==> config.mk <==
export PLATFORM = sky130hd
export DESIGN_NAME = ucl_ram
export DESIGN_NICKNAME = d
export VERILOG_FILES = /design/src/design/ucl_ram.sv
export SDC_FILE = /design/constraint.sdc
export NUM_CORES = 1
export LEC_CHECK = 0
export ABC_CLOCK_PERIOD_IN_PS = 2200
export BUFFER_PORTS_ARGS = -buffer_cell sky130_fd_sc_hd__buf_2
export CORE_MARGIN = 2
export CORE_UTILIZATION = 35
export CTS_CLUSTER_SIZE = 30
export DETAILED_ROUTE_END_ITERATION = 8
export PLACE_DENSITY = 0.58
export SYNTH_ARGS = -nofsm -noshare
export SYNTH_HDL_FRONTEND = slang
export SYNTH_SLANG_ARGS = --single-unit
==> constraint.sdc <==
create_clock -name clk -period 2.2 [get_ports clk]
set_input_delay 0.44 -clock clk [delete_from_list [all_inputs] [get_ports clk]]
set_output_delay 0.44 -clock clk [all_outputs]
set_load 0.005 [all_outputs]
==> src/design/ucl_ram.sv <==
// Generic single-write, single-read RAM with registered read data.
module ucl_ram #(
	parameter int Depth = 16,
	parameter int Width = 8
) (
	input  logic                     clk,
	input  logic                     we,
	input  logic [$clog2(Depth)-1:0] waddr,
	input  logic [Width-1:0]         wdata,
	input  logic [$clog2(Depth)-1:0] raddr,
	output logic [Width-1:0]         rdata
);

	logic [Width-1:0] mem [Depth];

	// Write port
	always_ff @(posedge clk) begin
		if (we) begin
			mem[waddr] <= wdata;
		end
	end

	// Registered read port
	always_ff @(posedge clk) begin
		rdata <= mem[raddr];
	end

endmodule

==> reports/results.tsv, run 1 <==
stage	metric	value	unit
run_status	status	finished, final reports clean	
place	place_area	5612	um2
route	routed_wl	10150	um
power_and_ir_drop	report.power.total	6.011	mW
clock_network	holdBufCountCts	0	
timing	final.min_clock_period	1498	ps
synthesis	seq_area_frac_synth	77.78	%
layout	fill_cells	1254	
synthesis	syn_nets	247	
clock_network	ctsResizeCount	0	
timing	finClkSkew	12.18	ps
clock_network	path_clk_slew	60	ps
route	num_vias	2411	
die	die_area	15690	um2
power_and_ir_drop	p_per_area	967.6	nW/um2
timing	timing.slew.headroom	70.77	%
layout	fin_area	6212	um2
synthesis	yosys_warnings	0	
route	m1WireLength	4490	um
timing	worstMarginPinSlew	438.5	ps
run	maxCapViolations	0	
timing	fmax	667.8	MHz
layout	utilization	43.07	%
die	rows	44	
power_and_ir_drop	ir_drop	0.0005616	V
global_route	grt_pass1_wl	15680	um
timing	drv_slew	0	
place	pre_cts_slack	255.3	ps
synthesis	synth_seq_cells	136	
worst_setup_path	crit_arrival	1790	ps
clock_network	cts-buffers-inserted	17	
clock_network	clockBufferDepth	2	
route	viasPerCell	5.002	
die	die_h	125.3	um
synthesis	syn-instance-count	229	
synthesis	syn_avg_cell_area	22.48	um2
layout	multiInputGateArea	1057	um2
synthesis	yosysUniqueCellTypes	19	
route	drc	0	
die	core	14420	um2
die	die_w	125.3	um
global_route	grt.total_usage	14.01	%
timing	holdWs	402.6	ps
place	dp.cells	449	
route	wl_per_cell	21.06	um
route	drt_iter0_markers	194	
timing	finalCritPeriodShare	68.07	%
die	boundaryPins	26	
place	gp_congestion	0.7067	
timing	grt_setup_unrepaired	no	
global_route	grt_pass1_vias	2657	
place	numPortBuffers	25	
timing	setup-tns-final	0	ps
die	start_util	35.69	%
global_route	grt_max_degree	27	
global_route	overflow	0	
global_route	antenna_found_initial	2	
place	dp_hpwl	6596	um
worst_setup_path	crit_type	in2reg	
clock_network	clock_latency	420	ps
power_and_ir_drop	leakagePower	2.120	nW
layout	syn2layout_area_growth	20.69	%
timing	hold_violations	0	
min_path	hold_path.class	in2reg	
layout	layout.nets	302	
route	wl_met2	4959	um
worst_setup_path	crit_path_start_kind	input pin	
route	drtAntennaViolNets	0	
route	dr.max_layer_used	met5	
layout	drive_above_1_share	31.65	%
worst_setup_path	cp_data_required_time	2500	ps
clock_network	cts_sinks	136	
layout	regArea	4004	um2
worst_setup_path	crit_path_end_kind	register	
route	met3WireLength	628	um
clock_network	htree_levels	4	
clock_network	cts_tree	yes	
clock_network	root_buffer	clkbuf_16	
timing	setup_viol	0	
timing	worst_slack	702.5	ps
layout	fin_cells	482	
synthesis	netlist_area	5147	um2
worst_setup_path	critPathMaxFanout	13	
clock_network	postCtsSetupRepairBufs	0	
route	dr.pass1.iters	4	
## flip-flops by register name (all words and copies together), names as in the netlist
register	flops
mem	128
rdata	8
## cells by family after synthesis
family / synth area share (%)
buf+inv: 1.677
flops: 77.78
mux: 15.02
compound gates: 2.334
simple gates: 3.184
## worst paths after layout
check | start | cells after the start | end | slack, ps
min reg2reg | mem[8][5] | 3 | rdata[5] | 670
min | wdata[7] | 1 | mem[10][7] | 400
max | raddr[0] | 5 | rdata[2] | 700
max reg2reg | mem[1][2] | 3 | rdata[2] | 850
## report_power, final
group	switching [mW]	internal (mW)	leakage, nW	total [mW]
Sequential	0.0180	2.90	1.22	2.92
Clock	0.976	1.85	0.301	2.83
Combinational	0.148	0.121	0.595	0.269
Total	1.14	4.87	2.12	6.01
## layout by cell type, fill, tap and decap left out
| cell | synthesis | final |
|---|---|---|
| mux4_1 | 14 | 14 |
| clkbuf_1 | 0 | 1 |
| edfxtp_1 | 128 | 128 |
| and2b_1 | 1 | 1 |
| nor3_1 | 4 | 4 |
| nor2b_1 | 1 | 1 |
| nand2_1 | 9 | 9 |
| a22oi_1 | 16 | 16 |
| bufinv_16 | 0 | 3 |
| buf_2 | 3 | 25 |
| diode_2 | 0 | 1 |
| dfxtp_1 | 8 | 8 |
| nand3b_1 | 2 | 2 |
| nor2_1 | 13 | 13 |
| buf_4 | 1 | 18 |
| clkinv_1 | 0 | 2 |
| clkbuf_16 | 0 | 17 |
| nand3_1 | 1 | 1 |
| clkbuf_8 | 0 | 3 |
| clkinv_2 | 0 | 6 |
| buf_12 | 0 | 3 |
| and2_1 | 1 | 1 |
| nand2b_1 | 2 | 2 |
| mux4_2 | 18 | 18 |
| or3b_2 | 1 | 1 |
## metal layers
metal / up-vias / GRT usage (%)
li1: 1086 / -
met1: 1254 / 18.19
met2: 62 / 21.68
met3: 7 / 5.349
met4: 2 / 5.098
met5: - / 0
## synth_stat cells
cell type / instances / area share (%)
mux4_2: 18 / 7.9
and2_1: 1 / 0.12
nor3_1: 4 / 0.39
dfxtp_1: 8 / 3.1
nor2_1: 13 / 0.95
buf_4: 1 / 0.15
nand3b_1: 2 / 0.29
or3b_2: 1 / 0.17
clkdlybuf4s25_2: 3 / 0.58
buf_6: 3 / 0.66
nand3_1: 1 / 0.097
buf_2: 3 / 0.29
nand2b_1: 2 / 0.24
nand2_1: 9 / 0.66
a22oi_1: 16 / 2.3
and2b_1: 1 / 0.15
mux4_1: 14 / 7.1
edfxtp_1: 128 / 75
nor2b_1: 1 / 0.12
## worst max-delay path, cell delays in order
cell and delay (ps):
buf_2 210, buf_12 200, mux4_1 560, a22oi_1 290, nand2_1 80
## area by class of cell
| cell class | count | area share [%] |
|---|---|---|
| antenna | 1 | 0.04028 |
| clock buffer | 21 | 7.573 |
| clock inverter | 11 | 2.054 |
| multi-input combinational | 83 | 17.02 |
| sequential | 136 | 64.45 |
| tap | 184 | 3.706 |
| timing repair buffer | 46 | 5.156 |
No activity file was read; power rests on OpenSTA's default activity.
==> inputs of run 2 (changes only) <==
- ABC_CLOCK_PERIOD_IN_PS: 2200 -> 1300
- PLACE_DENSITY: 0.58 -> 0.6
- clock period: 2.2 -> 1.3 ns (I/O delays scaled with it)
==> run 2 against run 1 <==
  * The flow now finishes with violations (negative setup slack)
  * Critical path depth fell by 2
  * Hold slack got worse by 160 ps
  * First-iteration DRC count rose by 36%
  * Flip-flop and latch count did not move
  * Count of clock-buffer cells in the layout fell by 1
  * Design area rose by 4.4%
  * Core utilization rose by 1.9 points
  * Register-to-register slack got worse by 860 ps
==> reports/results.tsv, run 2 (synthesis results as in run 1) <==
stage	metric	value	unit
clock_network	cts_sinks	136	
clock_network	clock_latency	410	ps
timing	hold_violations	0	
worst_setup_path	critPathMaxFanout	1	
die	start_util	35.69	%
run_status	status	finished, violations left	
route	drc	0	
place	numPortBuffers	25	
global_route	grt_pass1_wl	15730	um
clock_network	htree_levels	4	
power_and_ir_drop	ir_drop	0.0009446	V
timing	holdWs	243.3	ps
global_route	grt_use_met2	20.78	%
layout	syn2layout_area_growth	25.96	%
die	die_area	15690	um2
route	wl_per_cell	20.27	um
die	rows	44	
timing	timing.slew.headroom	39.40	%
power_and_ir_drop	report.power.total	10.33	mW
clock_network	cts_tree	yes	
timing	fmax	761.2	MHz
power_and_ir_drop	leakagePower	2.205	nW
timing	worstMarginPinSlew	907.2	ps
power_and_ir_drop	swShare	19.78	%
power_and_ir_drop	p_per_area	1593	nW/um2
layout	drive_above_1_share	45.31	%
place	pre_cts_slack	-486.0	ps
timing	drv_slew	0	
clock_network	holdBufCountCts	0	
run_status	violations	negative setup slack	
route	drtAntennaViolNets	0	
power_and_ir_drop	p_comb_share	5.4	%
global_route	met1_usage	19.44	%
global_route	grtUsageMet3	4.151	%
route	drt_iter0_markers	264	
min_path	hold_path.class	in2reg	
route	routed_wl	10220	um
layout	top_register	mem	
worst_setup_path	reg2reg_slack	-10	ps
layout	final_cell_mix	128 x edfxtp_1, 35 x buf_4, 31 x mux4_2, 25 x buf_2, 17 x clkbuf_16	
timing	finClkSkew	6.824	ps
timing	final.min_clock_period	1314	ps
clock_network	root_buffer	clkbuf_16	
global_route	antenna_found_initial	0	
power_and_ir_drop	clkPwrFrac	46.8	%
place	gp_congestion	0.7334	
power_and_ir_drop	switchingPower	2.043	mW
die	die_w	125.3	um
layout	mostFrequentLayoutCell	edfxtp_1	
layout	layout.nets	325	
route	viasPerCell	4.984	
worst_setup_path	crit_path_start_kind	register	
timing	setup_viol	1	
run	maxCapViolations	0	
global_route	grt.total_usage	13.84	%
global_route	grt_max_degree	17	
clock_network	path_clk_slew	60	ps
worst_setup_path	crit_arrival	1590	ps
global_route	grt-busiest-layer	met2	
die	boundaryPins	26	
layout	antenna_cells	0	
worst_setup_path	cp_data_required_time	1580	ps
worst_setup_path	ff2ff_path_depth	3	
timing	grt_setup_unrepaired	yes	
power_and_ir_drop	seq_power_share	47.8	%
die	core	14420	um2
die	die_h	125.3	um
power_and_ir_drop	p_int	8.285	mW
place	dp_hpwl	6838	um
clock_network	cts-buffers-inserted	17	
clock_network	clockBufferDepth	2	
layout	largest_reg_flops	128	
global_route	grt_pass1_vias	2583	
worst_setup_path	crit_path_end_kind	register	
timing	finalCritPeriodShare	101.1	%
route	dr.pass1.iters	4	
timing	worst_slack	-13.65	ps
worst_setup_path	crit_type	reg2reg	
route	num_vias	2512	
layout	top_regs	mem: 128 flops, rdata: 8 flops	
min_path	worst_hold_path.num_cells	1	
global_route	overflow	0	
layout	utilization	44.95	%
-- run 2: changes by cell type in the layout (fill, tap and decap cells not counted), moves of 2 or more --
cell,before,now
nor3_2,0,3
mux4_2,18,31
nor3_1,4,0
a22oi_1,16,10
clkinvlp_4,0,3
a22oi_2,0,6
clkinv_2,6,4
buf_12,3,9
mux4_1,14,1
nor2_1,13,10
buf_4,18,35
nor2_2,0,3
clkinv_1,2,0
-- run 2: repair_timing --
| item | CTS | global route |
|---|---|---|
| pin swaps | 0 | 2 |
| cloned | 0 | 0 |
| buffers inserted | 0 | 7 |
| setup endpoints to repair | 6 | 7 |
| resized for setup | 6 | 2 |
-- run 2: metal layers --
| layer | part of all wire [%] | vias to the layer above |
|---|---|---|
| met4 | 1.1 | 0 |
| met5 | 0 | - |
| met1 | 47 | 1325 |
| met2 | 47 | 57 |
| li1 | - | 1119 |
| met3 | 4.7 | 11 |
-- run 2: final cells by class --
cell class / instances / area, um2
multi-input combinational: 83 / 1075
tap: 184 / 230.2
timing repair buffer: 69 / 568.0
fill: 1236 / 7940
sequential: 136 / 4004
clock inverter: 12 / 150.1
clock buffer: 20 / 456.7
-- run 2: through the flow --
step	TNS, ps	instances	cell area, um2
2_1_floorplan	-689.7	229	5176
3_3_place_gp	-15360	465	5802
3_5_place_dp	-16830	465	5802
4_1_cts	0	497	6439
5_1_grt	-137.8	504	6484
6_report	-13.65	504	6484
-- run 2: worst paths after layout --
path              start         to
max           mem[4][4]   rdata[4]
min            wdata[4]  mem[6][4]
max reg2reg   mem[4][4]   rdata[4]
min reg2reg  mem[14][1]   rdata[1]
-- run 2: power by group through the flow --
stage	sequential, mW	clock (mW)	combinational (mW)
after floorplan	5.02	0	0.274
after global placement	5.03	0	0.524
after CTS	4.94	4.92	0.548
after global routing	4.94	5.10	0.603
after detailed placement	5.03	0	0.534
final	4.94	4.84	0.555
-- run 2: critical path: stages (launching register included) --
cell and delay [ps]:
edfxtp_1 360, mux4_2 480, a22oi_1 230, nand2_1 120
